File: config.mk
export PLATFORM = sky130hd
export DESIGN_NAME = rid_isqrt
export DESIGN_NICKNAME = d
export VERILOG_FILES = /design/src/hw/rtl/rid_isqrt.sv
export SDC_FILE = /design/constraint.sdc
export NUM_CORES = 1
export LEC_CHECK = 0
export ABC_AREA = 0
export BUFFER_PORTS_ARGS = -buffer_cell sky130_fd_sc_hd__buf_2
export CORE_UTILIZATION = 60
export CTS_BUF_LIST = sky130_fd_sc_hd__clkbuf_2
export DETAILED_ROUTE_END_ITERATION = 10
export GPL_TIMING_DRIVEN = 0
export HOLD_SLACK_MARGIN = 0.02
export PLACE_DENSITY = 0.83
export SLEW_MARGIN = 20
export SYNTH_ARGS = -nofsm -noshare
export SYNTH_HDL_FRONTEND = slang
export SYNTH_SLANG_ARGS = --single-unit
File: constraint.sdc
create_clock -name clk_i -period 3.4 [get_ports clk_i]
set_input_delay 0.17 -clock clk_i [delete_from_list [all_inputs] [get_ports clk_i]]
set_output_delay 0.17 -clock clk_i [all_outputs]
set_load 0.01 [all_outputs]
File: src/hw/rtl/rid_isqrt.sv
// ----------------------------------------------------------------------------
// rid_isqrt
// Iterative integer square root, one root bit per cycle.
// ----------------------------------------------------------------------------
module rid_isqrt #(
  parameter int RW = 27
) (
  input  logic            clk_i,
  input  logic            rst_ni,
  input  logic            start_i,
  input  logic [2*RW-1:0] radicand_i,
  output logic            done_o,
  output logic [RW-1:0]   root_o
);

  localparam int CNW = $clog2(RW + 1);

  logic [2*RW-1:0] rad_q, rad_d;
  logic [RW-1:0]   rem_q, rem_d;
  logic [RW-1:0]   root_q, root_d;
  logic [CNW-1:0]  cnt_q, cnt_d;
  logic            done_q, done_d;
  logic [RW+1:0]   rem_sh, trial, rem_sub;

  always_comb begin
    rem_sh  = {rem_q, rad_q[2*RW-1 -: 2]};
    trial   = {root_q, 2'b01};
    rem_sub = rem_sh - trial;
    rad_d   = rad_q;
    rem_d   = rem_q;
    root_d  = root_q;
    cnt_d   = cnt_q;
    done_d  = 1'b0;
    if (start_i) begin
      rad_d  = radicand_i;
      rem_d  = '0;
      root_d = '0;
      cnt_d  = CNW'(RW);
    end else if (cnt_q != '0) begin
      rad_d = rad_q << 2;
      cnt_d = cnt_q - 1'b1;
      if (rem_sh >= trial) begin
        rem_d  = rem_sub[RW-1:0];
        root_d = {root_q[RW-2:0], 1'b1};
      end else begin
        rem_d  = rem_sh[RW-1:0];
        root_d = {root_q[RW-2:0], 1'b0};
      end
      done_d = (cnt_q == CNW'(1));
    end
  end

  always_ff @(posedge clk_i or negedge rst_ni) begin
    if (!rst_ni) begin
      cnt_q  <= '0;
      done_q <= 1'b0;
    end else begin
      cnt_q  <= cnt_d;
      done_q <= done_d;
    end
  end

  always_ff @(posedge clk_i) begin
    rad_q  <= rad_d;
    rem_q  <= rem_d;
    root_q <= root_d;
  end

  assign done_o = done_q;
  assign root_o = root_q;

endmodule

---- Word-level counts from Yosys, hierarchy flattened ----
Cells that the tools add are included.
word-level totals
  bits in registers ....................... 114
  input bits .............................. 57
cells by class
  add/subtract/negate cells ............... 2
  $lt $le $gt $ge ......................... 1
  equal/unequal tests ..................... 1
  muxes and demuxes ....................... 8
  reductions and logical operators ........ 2
operators with widths
  kind                   count
  $mux W54               2
  $ge A29 B29 Y1         1
  $mux W27               1
  $sub A27 B27 Y27       1
  $mux W5                2
  $eq A5 B1 Y1 const B   1
  $reduce_bool A5 Y1     1
  $sub A5 B1 Y5 const B  1
  $mux W1                3
  $reduce_bool A2 Y1     1

---- Longest topological paths before layout ----
  word-level depth ........................ 3
  gate-level depth with buffers ........... 12

---- Least setup slack after synthesis ----
No wires, ideal clock.
  kind .................................... flip-flop to flip-flop
  from .................................... reg root_q[1], in the netlist root_o[1]
  to ...................................... reg rem_q[8]
  library setup time ...................... 0.091 ns
  arrival time ............................ 2.899 ns
  data required time ...................... 3.309 ns
  slack ................................... 0.410 ns
  cell stages (with the launch flop) ...... 11
  buffers on the path ..................... 0
  clock period less this slack ............ 2.990 ns
  cells stage by stage .................... dfxtp_1 -> inv_1 -> ha_1 -> o211ai_1 -> o21bai_4 -> o2111ai_4 -> a21oi_4 -> a31oi_4 -> o41a_1 -> or4_1 -> a311oi_1
between the ends
  cells in the longest elaborated chain, start to end .. 2
  elaborated cells between the ends (all ways) .. 3
  classes of those cells .................. add/sub (1); order compare (1); mux (1)
ends and longest elaborated chain
  item                                                       RTL line  RTL
  start: declaration                                         20        logic [RW-1:0] root_q, root_d;
  start signal: assignment                                   66        root_q <= root_d;
  $sub A27 B27 Y27 / $ge A29 B29 Y1 (equally long branches)  28, 42
  $mux W27 (*)                                               42        if (rem_sh >= trial) begin
  end signal: assignment                                     65        rem_q <= rem_d;
  end: declaration                                           19        logic [RW-1:0] rem_q, rem_d;
Every way passes the cells marked *; elsewhere a longest branch is shown, timed or not.
A chain may end at the register's enable or synchronous reset.

---- Final worst setup path ----
  from .................................... reg root_q[0], in the netlist root_o[0]
  to ...................................... reg rem_q[8]
The elaborated chain is that of the path after synthesis.

==> impl_metrics.toml <==
[worst_hold_path]
holdCritPathClass = "input pin to register"

[floorplanning]
initial_core_util_pct = 61.41
num_rows = 37
die_w_um = 104.6
die_h_um = 104.6
die_area_mm2 = 0.01093
core_area_mm2 = 0.01028
ios = 85

[sta]
tightestPinTransition_ps = 661.6
relSlewSlack_pct = 55.73
finClkSkew_ps = 30.39
setup-violations-final = 0
fin_crit_ps = 3310
min_period_over_period_pct = 97.35
hold_viol_final = 0
max_freq_ghz = 0.3021
maxSlewViolCount = 0

[critical_path]
end_kind = "register"
worstPathArrival_ps = 3940
cp_max_fo = 5
cp-start-kind = "register"
cp_data_required_time_ps = 4030
critPathKind = "register to register"

[yosys]
synth_commonest_cells = "nand2_1 (107), a21oi_1 (61), dfxtp_1 (54), edfxtp_1 (54), mux2_2 (54)"
synth_cell_types = 52
synth-main-ff-cell = "edfxtp_1"
async_reset_ff_share_pct = 5.263
syn_area_per_cell_um2 = 9.680
yosysTopAreaCell = "edfxtp_1"
ys_ff_latch = 114
synth_top_area_share_pct = 25.69
yosysSeqAreaShare_pct = 45.20
mappedNetlistArea_mm2 = 0.006311
syn_inst = 652
synth_edf_count = 54
ys_warn_count = 0
syn_nets = 741
synthTopCellsByArea = "edfxtp_1 (26%), dfxtp_1 (17%), mux2_2 (9.6%)"
synth.most_common_cell = "nand2_1"

[place]
place.gp.congestion = 0.9152
dp_cells = 873
port_buffers = 84
dpl.hpwl_mm = 11.32

[cts]
clockBufferDepth = 2
clock_sinks = 114
cts_tree = "built"
cts-htree-levels = 4
clk_pin_slew_ps = 210
cts_root_buf = "clkbuf_2"
insertion_delay_ps = 730
cts_inserted_buffers = 17

[cells_and_area]
syn_to_final_growth_pct = 23.63
fin_cells = 964
nNetsFinal = 904
drive_above_1_share_pct = 23.43
n_antenna_cell = 0

[drt]
drt_iter0_drc = 474
vias = 5844
drc = 0
antenna_left = 0
wl_per_cell_um = 19.73
finalWirelength_mm = 19.02
viasPerCell = 6.062
dr.pass1.iters = 7

[pwr]
p_per_area_mw_per_mm2 = 735.6
peakVddDrop_mv = 0.4617
power.total_uw = 5740
power.leakage_uw = 0.003267

[global_route]
grt_max_degree = 36
grt_pass1_vias = 5850
use_met1_pct = 40.31
gr-max-usage-layer = "met2"
use_met3_pct = 7.923
antenna_found_initial = 0
overflow = 0
grt_usage_pct = 35.59
grtUsageMet2_pct = 63.10
grt_pass1_wl_mm = 29.75

[run]
maxCapViolations = 0

[run_status]
status = "completed"
[power by group]
part / internal, µW / total (µW) / switching, µW
Combinational: 1280 / 3000 / 1710
Sequential: 1640 / 1780 / 143
Clock: 342 / 963 / 621
[path summary, 6_finish.rpt]
kind                        endpoint      startpoint  slack [ps]  cells past startpoint
max in group asynchronous   cnt_q[0]          rst_ni        2750                      3
max reg2reg                 rem_q[8]       root_o[0]          90                     10
max                         rem_q[8]       root_o[0]          90                     10
min in group asynchronous   cnt_q[3]          rst_ni         380                      3
min                        rad_q[20]  radicand_i[20]         270                      3
min reg2reg                root_o[2]       root_o[2]         500                      2
[final cells by class]
cell class	instances	area, µm²
fillers	680	2475
well taps	136	170.2
multi-input cells	466	3222
repair buffers	145	1033
clock inverters	15	158.9
flip-flops and latches	114	2860
clock buffers	17	85.08
plain buffers	33	130.1
inverters	38	142.6
[per-layer routing]
layer	part of all wire (%)	vias up
li1	-	2661
met1	37	2755
met2	51	338
met3	7.4	90
met4	4.6	0
met5	0	-
[logic make-up (layout without fill, tap and decap cells)]
family,count (synthesis),after routing,synth area share (%)
buffers and inverters,72,248,4.302
AND/OR/NAND/NOR,199,199,13.76
XOR/XNOR,21,21,2.914
AO/OA/AOI/OAI,155,155,17.05
multiplexers,59,59,10.43
flip-flops,114,114,45.20
adder cells (fa/ha/maj),32,32,6.344
[stage by stage]
step | hold slack, ps | TNS, ps | worst slack [ps] | utilization, % | area (µm²)
finish | 272.9 | 0 | 90.12 | 75.92 | 7802
global route | 264.3 | -4.623 | -4.623 | 75.92 | 7802
CTS | 244.1 | 0 | 24.88 | 75.33 | 7742
detailed placement | -0.7457 | -107.8 | -52.01 | 67.35 | 6922
global placement | -2.493 | -5.972 | -5.972 | 67.15 | 6902
floorplan | -125.6 | 0 | 410.2 | - | 6311
[critical path, stage by stage (launching register included)]
cell and delay, ps:
dfxtp_4 420, inv_1 60, ha_2 370, o211ai_1 140, o21bai_4 200, o2111ai_4 190, a21oi_4 290, a31oi_4 160
o41a_1 510, or4_1 590, a311oi_2 280
[cells in the final DEF (no fill, tap or decap), types with 8 or more instances in the layout]
cell type        n
ha_1            29
a21o_1          18
mux2_2          54
nor2_1          39
dlygate4sd3_1   57
clkbuf_2        21
a21oi_1         61
clkbuf_1        25
inv_1           37
nand3_1         12
xnor2_1         10
buf_2           85
a211oi_1        10
xor2_1          11
nand2b_1         8
o21ai_0         18
a311oi_1        13
nand2_1        107
dfxtp_1         50
edfxtp_1        54
[sequential cells by signal, summed over array words and instances, names as in the netlist]
signal / flops
rad_q: 54
rem_q: 27
root_o: 27
cnt_q: 5
done_o: 1
[repair_timing]
item                                   in CTS  in global routing
endpoints found under the hold margin      66                  0
hold buffers                               57                  0
gates resized for setup                     2                 16
pin swaps                                   2                  3
buffers inserted                            0                  3
setup endpoints to repair                  15                 20
Power figures use the tool's default switching activity.
