[src/hw/rtl/rid_div.sv]
// ----------------------------------------------------------------------------
// rid_div
// Iterative restoring unsigned divider, one quotient bit per cycle.
// ----------------------------------------------------------------------------
module rid_div #(
  parameter int DW = 27,
  parameter int VW = 26
) (
  input  logic          clk_i,
  input  logic          rst_ni,
  input  logic          start_i,
  input  logic [DW-1:0] dividend_i,
  input  logic [VW-1:0] divisor_i,
  output logic          done_o,
  output logic [DW-1:0] quot_o
);

  localparam int CNW = $clog2(DW + 1);

  logic [DW-1:0]  dvd_q, dvd_d;
  logic [DW-1:0]  quo_q, quo_d;
  logic [VW-1:0]  rem_q, rem_d;
  logic [VW-1:0]  dvs_q, dvs_d;
  logic [CNW-1:0] cnt_q, cnt_d;
  logic           done_q, done_d;
  logic [VW:0]    rem_sh, rem_sub;

  always_comb begin
    rem_sh  = {rem_q, dvd_q[DW-1]};
    rem_sub = rem_sh - {1'b0, dvs_q};
    dvd_d   = dvd_q;
    quo_d   = quo_q;
    rem_d   = rem_q;
    dvs_d   = dvs_q;
    cnt_d   = cnt_q;
    done_d  = 1'b0;
    if (start_i) begin
      dvd_d = dividend_i;
      dvs_d = divisor_i;
      rem_d = '0;
      quo_d = '0;
      cnt_d = CNW'(DW);
    end else if (cnt_q != '0) begin
      dvd_d = dvd_q << 1;
      cnt_d = cnt_q - 1'b1;
      if (rem_sh >= {1'b0, dvs_q}) begin
        rem_d = rem_sub[VW-1:0];
        quo_d = {quo_q[DW-2:0], 1'b1};
      end else begin
        rem_d = rem_sh[VW-1:0];
        quo_d = {quo_q[DW-2:0], 1'b0};
      end
      done_d = (cnt_q == CNW'(1));
    end
  end

  always_ff @(posedge clk_i or negedge rst_ni) begin
    if (!rst_ni) begin
      cnt_q  <= '0;
      done_q <= 1'b0;
    end else begin
      cnt_q  <= cnt_d;
      done_q <= done_d;
    end
  end

  always_ff @(posedge clk_i) begin
    dvd_q <= dvd_d;
    quo_q <= quo_d;
    rem_q <= rem_d;
    dvs_q <= dvs_d;
  end

  assign done_o = done_q;
  assign quot_o = quo_q;

endmodule

[config.mk]
export PLATFORM = sky130hd
export DESIGN_NAME = rid_div
export DESIGN_NICKNAME = d
export VERILOG_FILES = /design/src/hw/rtl/rid_div.sv
export SDC_FILE = /design/constraint.sdc
export NUM_CORES = 1
export LEC_CHECK = 0
export BUFFER_PORTS_ARGS = -buffer_cell sky130_fd_sc_hd__buf_4
export CELL_PAD_IN_SITES_DETAIL_PLACEMENT = 0
export CELL_PAD_IN_SITES_GLOBAL_PLACEMENT = 1
export CORE_MARGIN = 1
export CORE_UTILIZATION = 44
export CTS_CLUSTER_DIAMETER = 30
export CTS_CLUSTER_SIZE = 40
export DETAILED_ROUTE_END_ITERATION = 6
export PLACE_DENSITY_LB_ADDON = 0.25
export SLEW_MARGIN = 25
export SYNTH_ARGS = -nofsm -noshare
export SYNTH_HDL_FRONTEND = slang
export SYNTH_SLANG_ARGS = --single-unit
export TNS_END_PERCENT = 1
[constraint.sdc]
create_clock -name clk_i -period 3.15 [get_ports clk_i]
set_input_delay 0.315 -clock clk_i [delete_from_list [all_inputs] [get_ports clk_i]]
set_output_delay 0.315 -clock clk_i [all_outputs]
set_load 0.03 [all_outputs]
# Word level (Yosys, flattened, before mapping)
# Index checks and enable logic that the tools add are counted.
# word_totals
input_bits	56
elab_cells	20
ff_bits	112
# op_classes
n_reduce_logical	2
n_mux	8
magnitude_cmp	1
n_eq_ne	1
addsub	2
# op_table
cell	n
27-bit two-way mux	2
27-bit by 26-bit greater-or-equal comparator with 1-bit output	1
26-bit two-way mux	1
26-bit subtractor	1
5-bit two-way mux	2
5-bit by 1-bit equality test with 1-bit output (second input constant)	1
5-bit nonzero test	1
5-bit by 1-bit subtractor with 5-bit output (second input constant)	1
1-bit two-way mux	3
2-bit nonzero test	1

# Logic depth before layout (Yosys ltp)
# depth
word_depth	3
mapped_depth	12
ltp_nobuf	11

# Least setup slack after synthesis
# OpenSTA, ideal clock, no wires.
# synth_timing
path_kind	flip-flop to flip-flop
start	reg dvd_q[26]
end	reg rem_q[22]
t_required_ps	3035
path_stages_with_launch	12
setup_slack_ps	450
arrival_time_ps	2586
path_cell_list	edfxtp_1 -> inv_1 -> ha_1 -> inv_1 -> fa_1 -> a21o_1 -> a221oi_2 -> o211ai_1 -> and3_1 -> o31a_1 -> xnor2_1 -> a2111oi_0
# synth_via
elab_chain_len	2
elab_cells_between_ends	3
# synth_rtl
element	line_no	text
start, declared	20	logic [DW-1:0] dvd_q, dvd_d;
start signal, assigned	68	dvd_q <= dvd_d;
26-bit subtractor / 27-bit by 26-bit greater-or-equal comparator with 1-bit output (equally long branches)	30, 46	
26-bit two-way mux *	46	if (rem_sh >= {1'b0, dvs_q}) begin
end signal, assigned	70	rem_q <= rem_d;
end, declared	22	logic [VW-1:0] rem_q, rem_d;
# Mark *: on every way between the ends. The rest lies on a longest branch, timed or not.
# A chain may end at the register's enable or synchronous reset.

# Final worst setup path
# layout_timing
start	reg dvs_q[16]
end	reg rem_q[16]
# layout_via
elab_chain_len	2
elab_cells_between_ends	3
# layout_rtl
element	line_no	text
start, declared	23	logic [VW-1:0] dvs_q, dvs_d;
start signal, assigned	71	dvs_q <= dvs_d;
26-bit subtractor / 27-bit by 26-bit greater-or-equal comparator with 1-bit output (equally long branches)	30, 46	
26-bit two-way mux *	46	
# Marks and branches as above.

==> qor.csv <==
metric;value;unit
Final period util;92.3;%
Reg2Reg Setup Slack;240;ps
Min Hold Slack;126;ps
Min-Delay Path Class;input port to flop;
routed vias;4791;
Syn Inst Count;624;
final WL;13.3;mm
Max clock buf depth;2;
Hold Path Stages;1;
Core Rows;41;
Fin Setup TNS;0;ps
DRT iter0 DRCs;248;
CTS tree;done;
Initial Util;45.9;%
mux contribution to synthesized area;5.48;%
# Max-Cap Violations;0;
critical setup path kind;flop to flop;
Finished Layout Cells;880;
Num CTS Buffers;9;
Leakage;2.94;nW
terminus of the critical flop-to-flop path;rem_q[16]$_SDFFE_PP0P_;
Synth async-reset ratio;5.36;%
gr usage total;19.5;%
iteration count of the initial detailed-routing pass;5;
number of global-route vias before repair;4645;
ant diodes;0;
R2R cell count;9;
clk_skew;9.23;ps
final worst slack;243;ps
register area share after synthesis;47.4;%
crit path DAT;3180;ps
synthesized area per cell;9.48;um^2
DP Worst Slack;201;ps
fin. max-slew vios;0;
placed insts;863;
Worst Path Buf+Inv;1;
Residual DRC;0;
post-synthesis xor/xnor area fraction;2.22;%
clock root buffer master;clkbuf_16;
hpwl dp;9.45;mm
Post-Synth Simple-Gate Area;16.4;%
Data required, critical path;3420;ps
endpoints failing setup;0;
Hold EP;dvs_q[17]$_DFFE_PP_;
syn nets;710;
Crit Path Max Fanout;8;
unrepaired setup endpoints after global routing;false;
H-tree depth;3;
antenna violations before repair;0;
Slew @ Worst Pin;864;ps
Relative slew margins;42.4;%
worst-skew pair later-pin latency;360;ps
Critical Path End Type;flop;
GRT overflow;0;
Post-synth EDFFs;53;
input/output buffers;83;
Hold Vio Cnt, Final;0;
die area;13900;um^2
GPL Wtd Cong;0.813;
register bit total from synthesis;112;
Hold Crit Start;divisor_i[17];
Util after Layout;55.0;%
Worst path max stage delay;570;ps
Worst-path clk slew;80;ps
Synth Area in Compound Gates;17.5;%
Yosys warnings;0;
largest family of logic cells by synthesized area;compound AO/OA/AOI/OAI gates;
top_reg_cell synth;edfxtp_1;
maximum clock rate;344;MHz
Area Growth Syn to Fin;19.7;%
first-pass GRT wire length;22.1;mm
Post-DRT Antenna Nets;0;
ratio of cells with drive above 1 in the final layout;22.3;%
mapped cell area;5910;um^2
nets;789;
Max rail drop VDD;0.349;mV
WL/cell;15.1;um
Die H;118;um
# Post-CTS Setup Buffers;0;
Vias per Instance;5.44;
Post-Synth Adder-Cell Area;6.47;%
IO Count;84;
unique cell type count in the Yosys netlist;61;
Worst R2R Start;dvs_q[16]$_DFFE_PP_;
Tmin final;2910;ps
power density over the cells;714;nW/um^2
critical path launch point type;flop;
crit path cell chain;inv_1 -> ha_1 -> nand2_1 -> nor2_1 -> nand4_1 -> o211ai_4 -> nor2_2 -> or4b_1 -> a311oi_1;
core area;12900;um^2
Die Span X;118;um
status;complete, no violations;
CP top delay family;simple AND/OR/NAND/NOR gates;
largest net degree at the start of global routing;62;
slowest CP cell;or4b_1;
Sink Count;112;
==> how the worst max path moves through the flow <==
stage	start	endpoint	slack, ps	depth (start not counted)
after floorplan	dvd_q[26]$_DFFE_PP_	rem_q[22]$_SDFFE_PP0P_	450	11
after global placement	dvd_q[26]$_DFFE_PP_	rem_q[22]$_SDFFE_PP0P_	270	11
after detailed placement	dvs_q[16]$_DFFE_PP_	rem_q[4]$_SDFFE_PP0P_	200	10
after CTS	dvs_q[16]$_DFFE_PP_	rem_q[4]$_SDFFE_PP0P_	140	10
after global routing	dvs_q[6]$_DFFE_PP_	rem_q[4]$_SDFFE_PP0P_	10	10
final	dvs_q[16]$_DFFE_PP_	rem_q[16]$_SDFFE_PP0P_	240	9
==> power breakdown <==
group	total (mW)	switching [mW]	internal, mW
registers	1.86	0.134	1.73
clock network	1.21	0.574	0.636
logic	1.98	1.15	0.828
total	5.06	1.86	3.19
==> registers in the layout, indices dropped and copies added, names as in the netlist <==
name    count
dvd_q      27
dvs_q      26
done_o      1
quot_o     27
cnt_q       5
rem_q      26
==> area by class of cell <==
| class | instances | area (um^2) |
|---|---|---|
| repair buffers | 101 | 761 |
| clock buffers | 9 | 225 |
| flip-flops and latches | 112 | 2800 |
| multi-input cells | 444 | 2860 |
| well taps | 172 | 215 |
| fillers | 1210 | 5800 |
| clock inverters | 7 | 86.3 |
| inverters | 35 | 131 |
==> metrics by stage <==
stage                     instance area, um^2  total power, mW
final                                    7080             5.06
after global routing                     7080             5.38
after detailed placement                 6750             3.82
after CTS                                7070             5.05
after floorplan                          5910             3.29
after global placement                   6750             3.80
==> cells in the mapped netlist, drive strengths merged, types with 3 or more instances <==
master / instances / share of area (%)
a2111oi: 5 / 0.85
a211oi: 3 / 0.38
a21o: 8 / 1.0
a21oi: 64 / 5.5
a311oi: 18 / 2.7
a31oi: 7 / 0.99
and2: 4 / 0.42
and3: 5 / 0.53
buf: 15 / 1.2
clkbuf: 18 / 1.1
dfrtp: 6 / 2.5
dfxtp: 53 / 18
edfxtp: 53 / 27
ha: 29 / 6.1
inv: 34 / 2.2
mux2: 27 / 5.1
nand2: 115 / 7.3
nand2b: 3 / 0.32
nand3: 8 / 0.68
nand4: 9 / 0.95
nor2: 41 / 2.7
nor2b: 3 / 0.32
nor3: 9 / 0.85
nor3b: 3 / 0.38
o211ai: 5 / 0.87
o21ai: 24 / 2.0
o21bai: 5 / 0.63
o31ai: 4 / 0.51
or3: 4 / 0.42
xnor2: 10 / 1.5
xor2: 5 / 0.74
==> logic make-up (layout without fill, tap and decap cells) <==
| group | after synthesis | after routing |
|---|---|---|
| xor gates and xnor gates | 15 | 15 |
| buffers and inverters | 68 | 152 |
| muxes | 29 | 29 |
| and+or+nand+nor | 214 | 214 |
| adders and majority gates | 30 | 30 |
| DFF | 112 | 112 |
| AOI/OAI and AO/OA | 156 | 156 |
==> placed cells by master, fill, tap and decap left out, types with 3 or more instances in the layout <==
cell and n:
ha_1 29, nor3b_1 3, o21bai_1 5, and2_1 4
nand4_1 9, a2111oi_0 4, edfxtp_1 53, nand2b_1 3
nand3_1 8, xnor2_1 10, a211oi_1 3, o21ai_1 5
o21ai_0 19, buf_4 100, nand2_1 114, mux2_2 27
xor2_1 5, o211ai_1 4, dfrtp_1 6, a31oi_1 6
inv_1 34, o31ai_1 4, nor2_1 39, a311oi_1 18
nor2b_1 3, a21oi_1 63, clkbuf_16 9, or3_1 4
nor3_1 8, a21o_1 8, dfxtp_1 53, and3_1 5
==> repair_timing <==
item,4_1_cts,5_1_grt
endpoints found under the hold margin,6,0
hold buffers,1,0
setup endpoints to repair,0,4
gates resized for setup,0,2
==> routing by layer <==
layer	track usage [%]	up-vias	share of wire [%]
met5	0	-	0
met4	5.53	0	1.5
met3	4.02	18	4.6
met2	32.9	119	47
met1	25.0	2259	47
li1	-	2395	-
(Power assumes the default switching activity.)
